[src/rtl/asam_pkg.sv]
// shared types, constants and codes for the adaptive spectral angle masker
// no dependencies; the top, datapath, controller and testbench files refer to it by scoped names
package asam_pkg;

    localparam int SAMPLE_W     = 16;
    localparam int ADAPT_SHIFT  = 8;
    localparam int ADAPT_W      = SAMPLE_W + ADAPT_SHIFT;
    localparam int COS_FRAC     = 16;
    localparam int MASK_W       = 8;
    localparam int BAND_FIELD_W = 6;
    localparam int REF_FIELD_W  = 3;
    localparam int COUNT_W      = 32;
    localparam int CFG_IDX_W    = 3;
    localparam int CFG_DATA_W   = 16;

    localparam int DEF_BANDS = 64;
    localparam int DEF_REFS  = 8;

    // register indexes on the configuration channel
    localparam logic [CFG_IDX_W-1:0] CFG_REF_COUNT      = 3'd0;
    localparam logic [CFG_IDX_W-1:0] CFG_FIRST_BAND     = 3'd1;
    localparam logic [CFG_IDX_W-1:0] CFG_LAST_BAND_USED = 3'd2;
    localparam logic [CFG_IDX_W-1:0] CFG_COS_THRESHOLD  = 3'd3;

    localparam logic [3:0]              RST_REF_COUNT      = 4'd1;
    localparam logic [BAND_FIELD_W-1:0] RST_FIRST_BAND     = 6'd0;
    localparam logic [BAND_FIELD_W-1:0] RST_LAST_BAND_USED = 6'd63;
    localparam logic [15:0]             RST_COS_THRESHOLD  = 16'd62609;

    localparam logic OP_PIXEL = 1'b0;
    localparam logic OP_LOAD  = 1'b1;

    typedef struct packed {
        logic                    opcode;
        logic [SAMPLE_W-1:0]     sample_value;
        logic [REF_FIELD_W-1:0]  ref_index;
        logic [BAND_FIELD_W-1:0] band_index;
        logic                    last_band;
        logic                    last_in_line;
    } in_item_t;

    typedef struct packed {
        logic [MASK_W-1:0] belongs_mask;
        logic              belongs_any;
        logic              line_end;
    } out_item_t;

    typedef struct packed {
        logic [3:0]              ref_count;
        logic [BAND_FIELD_W-1:0] first_band;
        logic [BAND_FIELD_W-1:0] last_band_used;
        logic [15:0]             cos_threshold;
    } cfg_t;

    typedef enum logic [1:0] {
        SQ_P,
        SQ_F,
        SQ_A
    } sq_sel_t;

    typedef struct packed {
        logic    accept_en;
        logic    acc_clr;
        logic    rd;
        logic    acc;
        logic    sq_start;
        logic    sq_cap;
        sq_sel_t sq_sel;
        logic    den_load;
        logic    copy;
        logic    div_cos;
        logic    hit_set;
        logic    hit_q;
        logic    mark;
        logic    upd_load;
        logic    upd_write;
        logic    cnt_write;
        logic    out_load;
    } cmd_t;

    typedef struct packed {
        logic start;
        logic pipe_busy;
        logic sq_done;
        logic den_zero;
        logic dot_big;
        logic div_done;
        logic hit;
        logic out_full;
    } stat_t;

endpackage

[src/rtl/asam_ctrl.sv]
// controller: walks references and bands for one pixel and sequences the
// root, cosine and running-mean steps of the datapath; uses asam_pkg
module asam_ctrl #(
    parameter int BANDS = asam_pkg::DEF_BANDS,
    parameter int REFS  = asam_pkg::DEF_REFS
) (
    input  logic                                  clk,
    input  logic                                  rst_n,
    input  asam_pkg::cfg_t                        cfg,
    input  asam_pkg::stat_t                       stat,
    output asam_pkg::cmd_t                        cmd,
    output logic [$clog2(BANDS)-1:0]              band,
    output logic [((REFS > 1) ? $clog2(REFS) : 1)-1:0] ref_sel
);

    localparam int BW      = $clog2(BANDS);
    localparam int KW      = (REFS > 1) ? $clog2(REFS) : 1;
    localparam int RANGE_W = ((BW > asam_pkg::BAND_FIELD_W) ? BW : asam_pkg::BAND_FIELD_W) + 1;
    localparam int NR_W    = ($clog2(REFS + 1) > 4) ? $clog2(REFS + 1) : 4;

    typedef enum logic [3:0] {
        S_IDLE,
        S_REF,
        S_SWEEP,
        S_DRAIN,
        S_SQ_GO,
        S_SQ_WAIT,
        S_DEN,
        S_CHK,
        S_DIV,
        S_DECIDE,
        S_UPD_RD,
        S_UPD_LD,
        S_UPD_DIV,
        S_NEXT,
        S_OUT
    } state_t;

    state_t            state_reg;
    logic [BW-1:0]     b_reg;
    logic [KW-1:0]     k_reg;
    asam_pkg::sq_sel_t sel_reg;
    logic              copy_reg;

    logic [RANGE_W-1:0] lo;
    logic [RANGE_W-1:0] hi_raw;
    logic [RANGE_W-1:0] hi;
    logic [RANGE_W-1:0] top_band;
    logic               empty;
    logic [NR_W-1:0]    nref;
    logic               last_ref;
    logic               last_b;

    always_comb
    begin
        lo       = RANGE_W'(cfg.first_band);
        hi_raw   = RANGE_W'(cfg.last_band_used);
        top_band = RANGE_W'(BANDS - 1);
        hi       = (hi_raw > top_band) ? top_band : hi_raw;
        empty    = (lo > hi) || (lo > top_band);
        nref     = (NR_W'(cfg.ref_count) > NR_W'(REFS)) ? NR_W'(REFS) : NR_W'(cfg.ref_count);
        last_ref = (NR_W'(k_reg) + NR_W'(1) >= nref);
        last_b   = (RANGE_W'(b_reg) == hi);
    end

    always_comb
    begin
        cmd        = '0;
        cmd.sq_sel = sel_reg;
        cmd.copy   = copy_reg;
        case (state_reg)
            S_IDLE:    cmd.accept_en = 1'b1;
            S_REF:     cmd.acc_clr   = 1'b1;
            S_SWEEP:
            begin
                cmd.rd  = 1'b1;
                cmd.acc = 1'b1;
            end
            S_SQ_GO:   cmd.sq_start  = 1'b1;
            S_SQ_WAIT: cmd.sq_cap    = stat.sq_done;
            S_DEN:     cmd.den_load  = 1'b1;
            S_CHK:
            begin
                cmd.hit_set = !stat.den_zero && stat.dot_big;
                cmd.div_cos = !stat.den_zero && !stat.dot_big;
            end
            S_DIV:     cmd.hit_q     = stat.div_done;
            S_DECIDE:  cmd.mark      = stat.hit;
            S_UPD_RD:  cmd.rd        = 1'b1;
            S_UPD_LD:  cmd.upd_load  = 1'b1;
            S_UPD_DIV:
            begin
                cmd.upd_write = stat.div_done;
                cmd.cnt_write = stat.div_done && last_b;
            end
            S_OUT:     cmd.out_load  = !stat.out_full;
            default:   cmd.accept_en = 1'b0;
        endcase
    end

    assign band    = b_reg;
    assign ref_sel = k_reg;

    always_ff @(posedge clk or negedge rst_n)
    begin
        if (!rst_n)
        begin
            state_reg <= S_IDLE;
            b_reg     <= '0;
            k_reg     <= '0;
            sel_reg   <= asam_pkg::SQ_P;
            copy_reg  <= 1'b0;
        end
        else
        begin
            case (state_reg)
                S_IDLE:
                begin
                    if (stat.start)
                    begin
                        k_reg <= '0;
                        if (empty || nref == '0)
                        begin
                            state_reg <= S_OUT;
                        end
                        else
                        begin
                            state_reg <= S_REF;
                        end
                    end
                end
                S_REF:
                begin
                    b_reg     <= BW'(lo);
                    state_reg <= S_SWEEP;
                end
                S_SWEEP:
                begin
                    if (last_b)
                    begin
                        state_reg <= S_DRAIN;
                    end
                    else
                    begin
                        b_reg <= b_reg + 1'b1;
                    end
                end
                S_DRAIN:
                begin
                    if (!stat.pipe_busy)
                    begin
                        sel_reg   <= asam_pkg::SQ_P;
                        state_reg <= S_SQ_GO;
                    end
                end
                S_SQ_GO:
                begin
                    state_reg <= S_SQ_WAIT;
                end
                S_SQ_WAIT:
                begin
                    if (stat.sq_done)
                    begin
                        case (sel_reg)
                            asam_pkg::SQ_P:
                            begin
                                sel_reg   <= asam_pkg::SQ_F;
                                state_reg <= S_SQ_GO;
                            end
                            asam_pkg::SQ_F:
                            begin
                                sel_reg   <= asam_pkg::SQ_A;
                                state_reg <= S_SQ_GO;
                            end
                            default:
                            begin
                                copy_reg  <= 1'b0;
                                state_reg <= S_DEN;
                            end
                        endcase
                    end
                end
                S_DEN:
                begin
                    state_reg <= S_CHK;
                end
                S_CHK:
                begin
                    if (!stat.den_zero && !stat.dot_big)
                    begin
                        state_reg <= S_DIV;
                    end
                    else if (!copy_reg)
                    begin
                        copy_reg  <= 1'b1;
                        state_reg <= S_DEN;
                    end
                    else
                    begin
                        state_reg <= S_DECIDE;
                    end
                end
                S_DIV:
                begin
                    if (stat.div_done)
                    begin
                        if (!copy_reg)
                        begin
                            copy_reg  <= 1'b1;
                            state_reg <= S_DEN;
                        end
                        else
                        begin
                            state_reg <= S_DECIDE;
                        end
                    end
                end
                S_DECIDE:
                begin
                    if (stat.hit)
                    begin
                        b_reg     <= BW'(lo);
                        state_reg <= S_UPD_RD;
                    end
                    else
                    begin
                        state_reg <= S_NEXT;
                    end
                end
                S_UPD_RD:
                begin
                    state_reg <= S_UPD_LD;
                end
                S_UPD_LD:
                begin
                    state_reg <= S_UPD_DIV;
                end
                S_UPD_DIV:
                begin
                    if (stat.div_done)
                    begin
                        if (last_b)
                        begin
                            state_reg <= S_NEXT;
                        end
                        else
                        begin
                            b_reg     <= b_reg + 1'b1;
                            state_reg <= S_UPD_RD;
                        end
                    end
                end
                S_NEXT:
                begin
                    if (last_ref)
                    begin
                        state_reg <= S_OUT;
                    end
                    else
                    begin
                        k_reg     <= k_reg + 1'b1;
                        state_reg <= S_REF;
                    end
                end
                S_OUT:
                begin
                    if (!stat.out_full)
                    begin
                        state_reg <= S_IDLE;
                    end
                end
                default:
                begin
                    state_reg <= S_IDLE;
                end
            endcase
        end
    end

endmodule

[config.mk]
export PLATFORM = sky130hd
export DESIGN_NAME = asam_ctrl
export DESIGN_NICKNAME = d
export VERILOG_FILES = /design/src/rtl/asam_pkg.sv /design/src/rtl/asam_ctrl.sv
export SDC_FILE = /design/constraint.sdc
export NUM_CORES = 1
export LEC_CHECK = 0
export BUFFER_PORTS_ARGS = -buffer_cell sky130_fd_sc_hd__buf_2
export CAP_MARGIN = 10
export CORE_MARGIN = 4
export CORE_UTILIZATION = 44
export CTS_CLUSTER_DIAMETER = 100
export DETAILED_ROUTE_END_ITERATION = 12
export GPL_ROUTABILITY_DRIVEN = 0
export PLACE_DENSITY = 0.79
export REMOVE_ABC_BUFFERS = 1
export SYNTH_ARGS = -nofsm -noshare
export SYNTH_HDL_FRONTEND = slang
export SYNTH_SLANG_ARGS = --single-unit
[constraint.sdc]
create_clock -name clk -period 3 [get_ports clk]
set_input_delay 0.15 -clock clk [delete_from_list [all_inputs] [get_ports clk]]
set_output_delay 0.15 -clock clk [all_outputs]
set_load 0.05 [all_outputs]
==> metrics.txt <==
outcome=finished, final reports clean; row count=22; Placement Cell Area=0.001976 mm^2; initial antenna violation count=0; unrepaired setup endpoints after global routing=no; first-pass GRT wire length=7.314 mm; register bit total from synthesis=16; final hold vios=0; final wirelength=4.303 mm; TritonCTS Sinks=16; Internal Power=0.9281 mW; fill count=364; router iterations before antenna repair=4; main combinational cell family by area after synthesis=simple AND/OR/NAND/NOR gates; Finished Cell Area=0.002041 mm^2; Starting DRT DRC Count=114; largest net degree at the start of global routing=23; Yosys warnings=0; IO buf count=52; Setup Viol. Count Final=0; Residual DRC=0; Seq pwr share=0.227; Comb pwr share=0.680; initial core utilization=0.4580; CP required=3.13 ns; Inserted Clock Buffers=3; Worst VDD drop=567.3 uV; Sw Share=0.5596; Post-Synth XOR/XNOR Area=0.03657; post-synth cell types=54; CTS root buffer=clkbuf_8; max reg flops=6; Setup crit start kind=register; Clk pwr share=0.092; max_slew headroom=0.6121; cell area after synthesis=0.001677 mm^2; Final Cycle Share=0.8103; mux share of post-synthesis cell area=0.02761; htree depth=1; Compound-Gate Fraction of Synth Area=0.2343; Slew Limit Fails=0; Post-Synth Adder-Cell Area=0.08955; critical path peak fanout=6; CTS tree=done; Layout Skew=0.0008646 ns; Ports=69; syn_area_per_cell=7.726 um^2; asr flop ratio synth=1.000; Die W=69.73 um; sequential-to-total area share from yosys stat=0.2388; GR Overflow Total=0; routed vias=1,751; Psw=1.179 mW; CTS max path bufs=2; WS Path Type=reg -> reg; total track usage=0.1792; latest clock arrival within the worst-skew pair=0.25 ns; drt wl/cell=13.62 um; Post-synth EDFFs=0; HPWL Detailed=3.355 mm; Mapped Cells=217; Slew @ Worst Pin=0.5765 ns; Worst setup EP type=register; die height=69.73 um; Core Region=0.003661 mm^2; vias in the first global route=1,623; Highest Clock Rate=411.3 MHz; # diodes=0; PwrDens=1033 mW/mm^2; clock slew at reported path FFs=0.06 ns; Worst Path Arrival=2.57 ns; Tmin final=2.431 ns; Setup Fix Bufs, Post-CTS=0; DIE AREA=0.004862 mm^2; Min-Delay Path Class=in -> reg; share of layout cells above drive strength 1=0.2612; drt via density=5.541; Routed Antenna Nets=0; area grow syn2layout=21.72%; final net count=323; simple-gate share of the synthesized area=0.3112; predominant post-synthesis flop cell=dfrtp_1; final total power=2.107 mW; Max Cap Violations=0; Leak Pwr=0.9766 nW
-- power by group through the flow --
stage	clock, mW	sequential, mW	combinational, mW
after floorplan	0	0.693	0.861
after global placement	0	0.477	1.41
after detailed placement	0	0.477	1.43
after CTS	0.199	0.474	1.44
after global routing	0.205	0.502	1.56
final	0.195	0.479	1.43
-- Yosys cell counts (2+ instances only) --
library cell	instances	area share
o21bai_1	2	0.0090
nand3_1	10	0.030
o21a_1	2	0.0090
nor4_1	4	0.015
inv_1	14	0.031
o31ai_1	3	0.013
dfrtp_1	16	0.24
ha_1	12	0.090
nor2_1	16	0.036
a21oi_1	9	0.027
o22ai_1	4	0.015
nand2_1	21	0.047
nor3_1	10	0.030
nor3b_1	3	0.013
o21ai_0	14	0.042
mux2i_1	2	0.012
nand2b_1	8	0.030
nor2b_1	7	0.026
xnor2_1	6	0.031
buf_2	8	0.024
a31oi_1	5	0.019
and3_1	4	0.015
o2111ai_1	2	0.010
nand4_1	4	0.015
a21o_1	2	0.0090
-- critical path: stages, from the launching register on --
cell,delay [ns]
dfrtp_1,0.43
ha_1,0.34
ha_1,0.33
a2111oi_4,0.32
nor4_1,0.12
nor4_2,0.33
o21ai_0,0.13
mux2_1,0.31
-- layout by cell type (no fill, tap or decap), drive strengths merged, types with 2 or more instances in the layout --
cell type | netlist | layout
buf | 9 | 56
nand2 | 21 | 21
nor2 | 17 | 17
dfrtp | 16 | 16
o21ai | 16 | 16
inv | 14 | 14
ha | 12 | 12
nor3 | 10 | 10
nand3 | 10 | 10
a21oi | 10 | 10
nand2b | 9 | 9
nor2b | 7 | 7
xnor2 | 6 | 6
a31oi | 5 | 5
nor4 | 5 | 5
and3 | 4 | 4
nand4 | 4 | 4
o22ai | 4 | 4
clkbuf | 1 | 4
nor3b | 3 | 3
o31ai | 3 | 3
o21a | 2 | 2
a21o | 2 | 2
mux2i | 2 | 2
o21bai | 2 | 2
o2111ai | 2 | 2
or2 | 2 | 2
a2111oi | 2 | 2
or3 | 2 | 2
mux2 | 2 | 2
-- worst paths after layout --
| kind | slack [ns] | cells past startpoint | startpoint | end |
|---|---|---|---|---|
| setup / recovery | 0.57 | 7 | ref_sel[0]$_DFFE_PN0P_ | state_reg[1]$_DFFE_PN0P_ |
| hold / removal | 0.14 | 3 | cfg[22] | band[0]$_DFFE_PN0P_ |
| setup reg to reg | 0.57 | 7 | ref_sel[0]$_DFFE_PN0P_ | state_reg[1]$_DFFE_PN0P_ |
| hold reg to reg | 0.56 | 1 | sel_reg[0]$_DFFE_PN0P_ | sel_reg[0]$_DFFE_PN0P_ |
| max in group asynchronous | 2.38 | 2 | rst_n | state_reg[0]$_DFFE_PN0P_ |
| min in group asynchronous | 0.34 | 2 | rst_n | copy_reg$_DFFE_PN0P_ |
-- stage by stage --
stage	setup WS (ns)	hold slack [ns]	setup TNS (ns)	std cells	utilization
3_5_place_dp	0.5749	0.08955	0	311	0.5396
5_1_grt	0.4374	0.1603	0	316	0.5574
6_report	0.5690	0.1352	0	316	0.5574
4_1_cts	0.5509	0.1323	0	316	0.5574
3_3_place_gp	0.5853	0.09154	0	311	0.5396
2_1_floorplan	-0.1880	-0.1456	-0.4513	207	-
-- routing by layer --
| layer | track usage | vias up | wire (um) |
|---|---|---|---|
| li1 | - | 896 | - |
| met1 | 0.2423 | 799 | 1989 |
| met2 | 0.2998 | 51 | 1976 |
| met3 | 0.02609 | 5 | 288 |
| met4 | 0.04468 | 0 | 48 |
| met5 | 0 | - | 0 |
-- timing repair --
action                    in CTS  in global routing
resized for setup              0                  0
hold endpoints to repair      16                  0
hold buffers                   1                  0
-- kinds of logic after synthesis --
family,after synthesis
AOI/OAI and AO/OA,57
xor gates and xnor gates,7
adders and majority gates,12
buffers and inverters,24
DFF,16
muxes,4
and+or+nand+nor,97
-- final cells by class --
class	count	area, um^2	share of cell area
multi-input cells	177	1172	0.5745
well taps	48	60.06	0.02943
repair buffers	57	300.3	0.1471
clock buffers	4	55.05	0.02698
flip-flops and latches	16	400.4	0.1962
inverters	14	52.55	0.02575
Note: power is estimated with default switching activity, not from simulation.
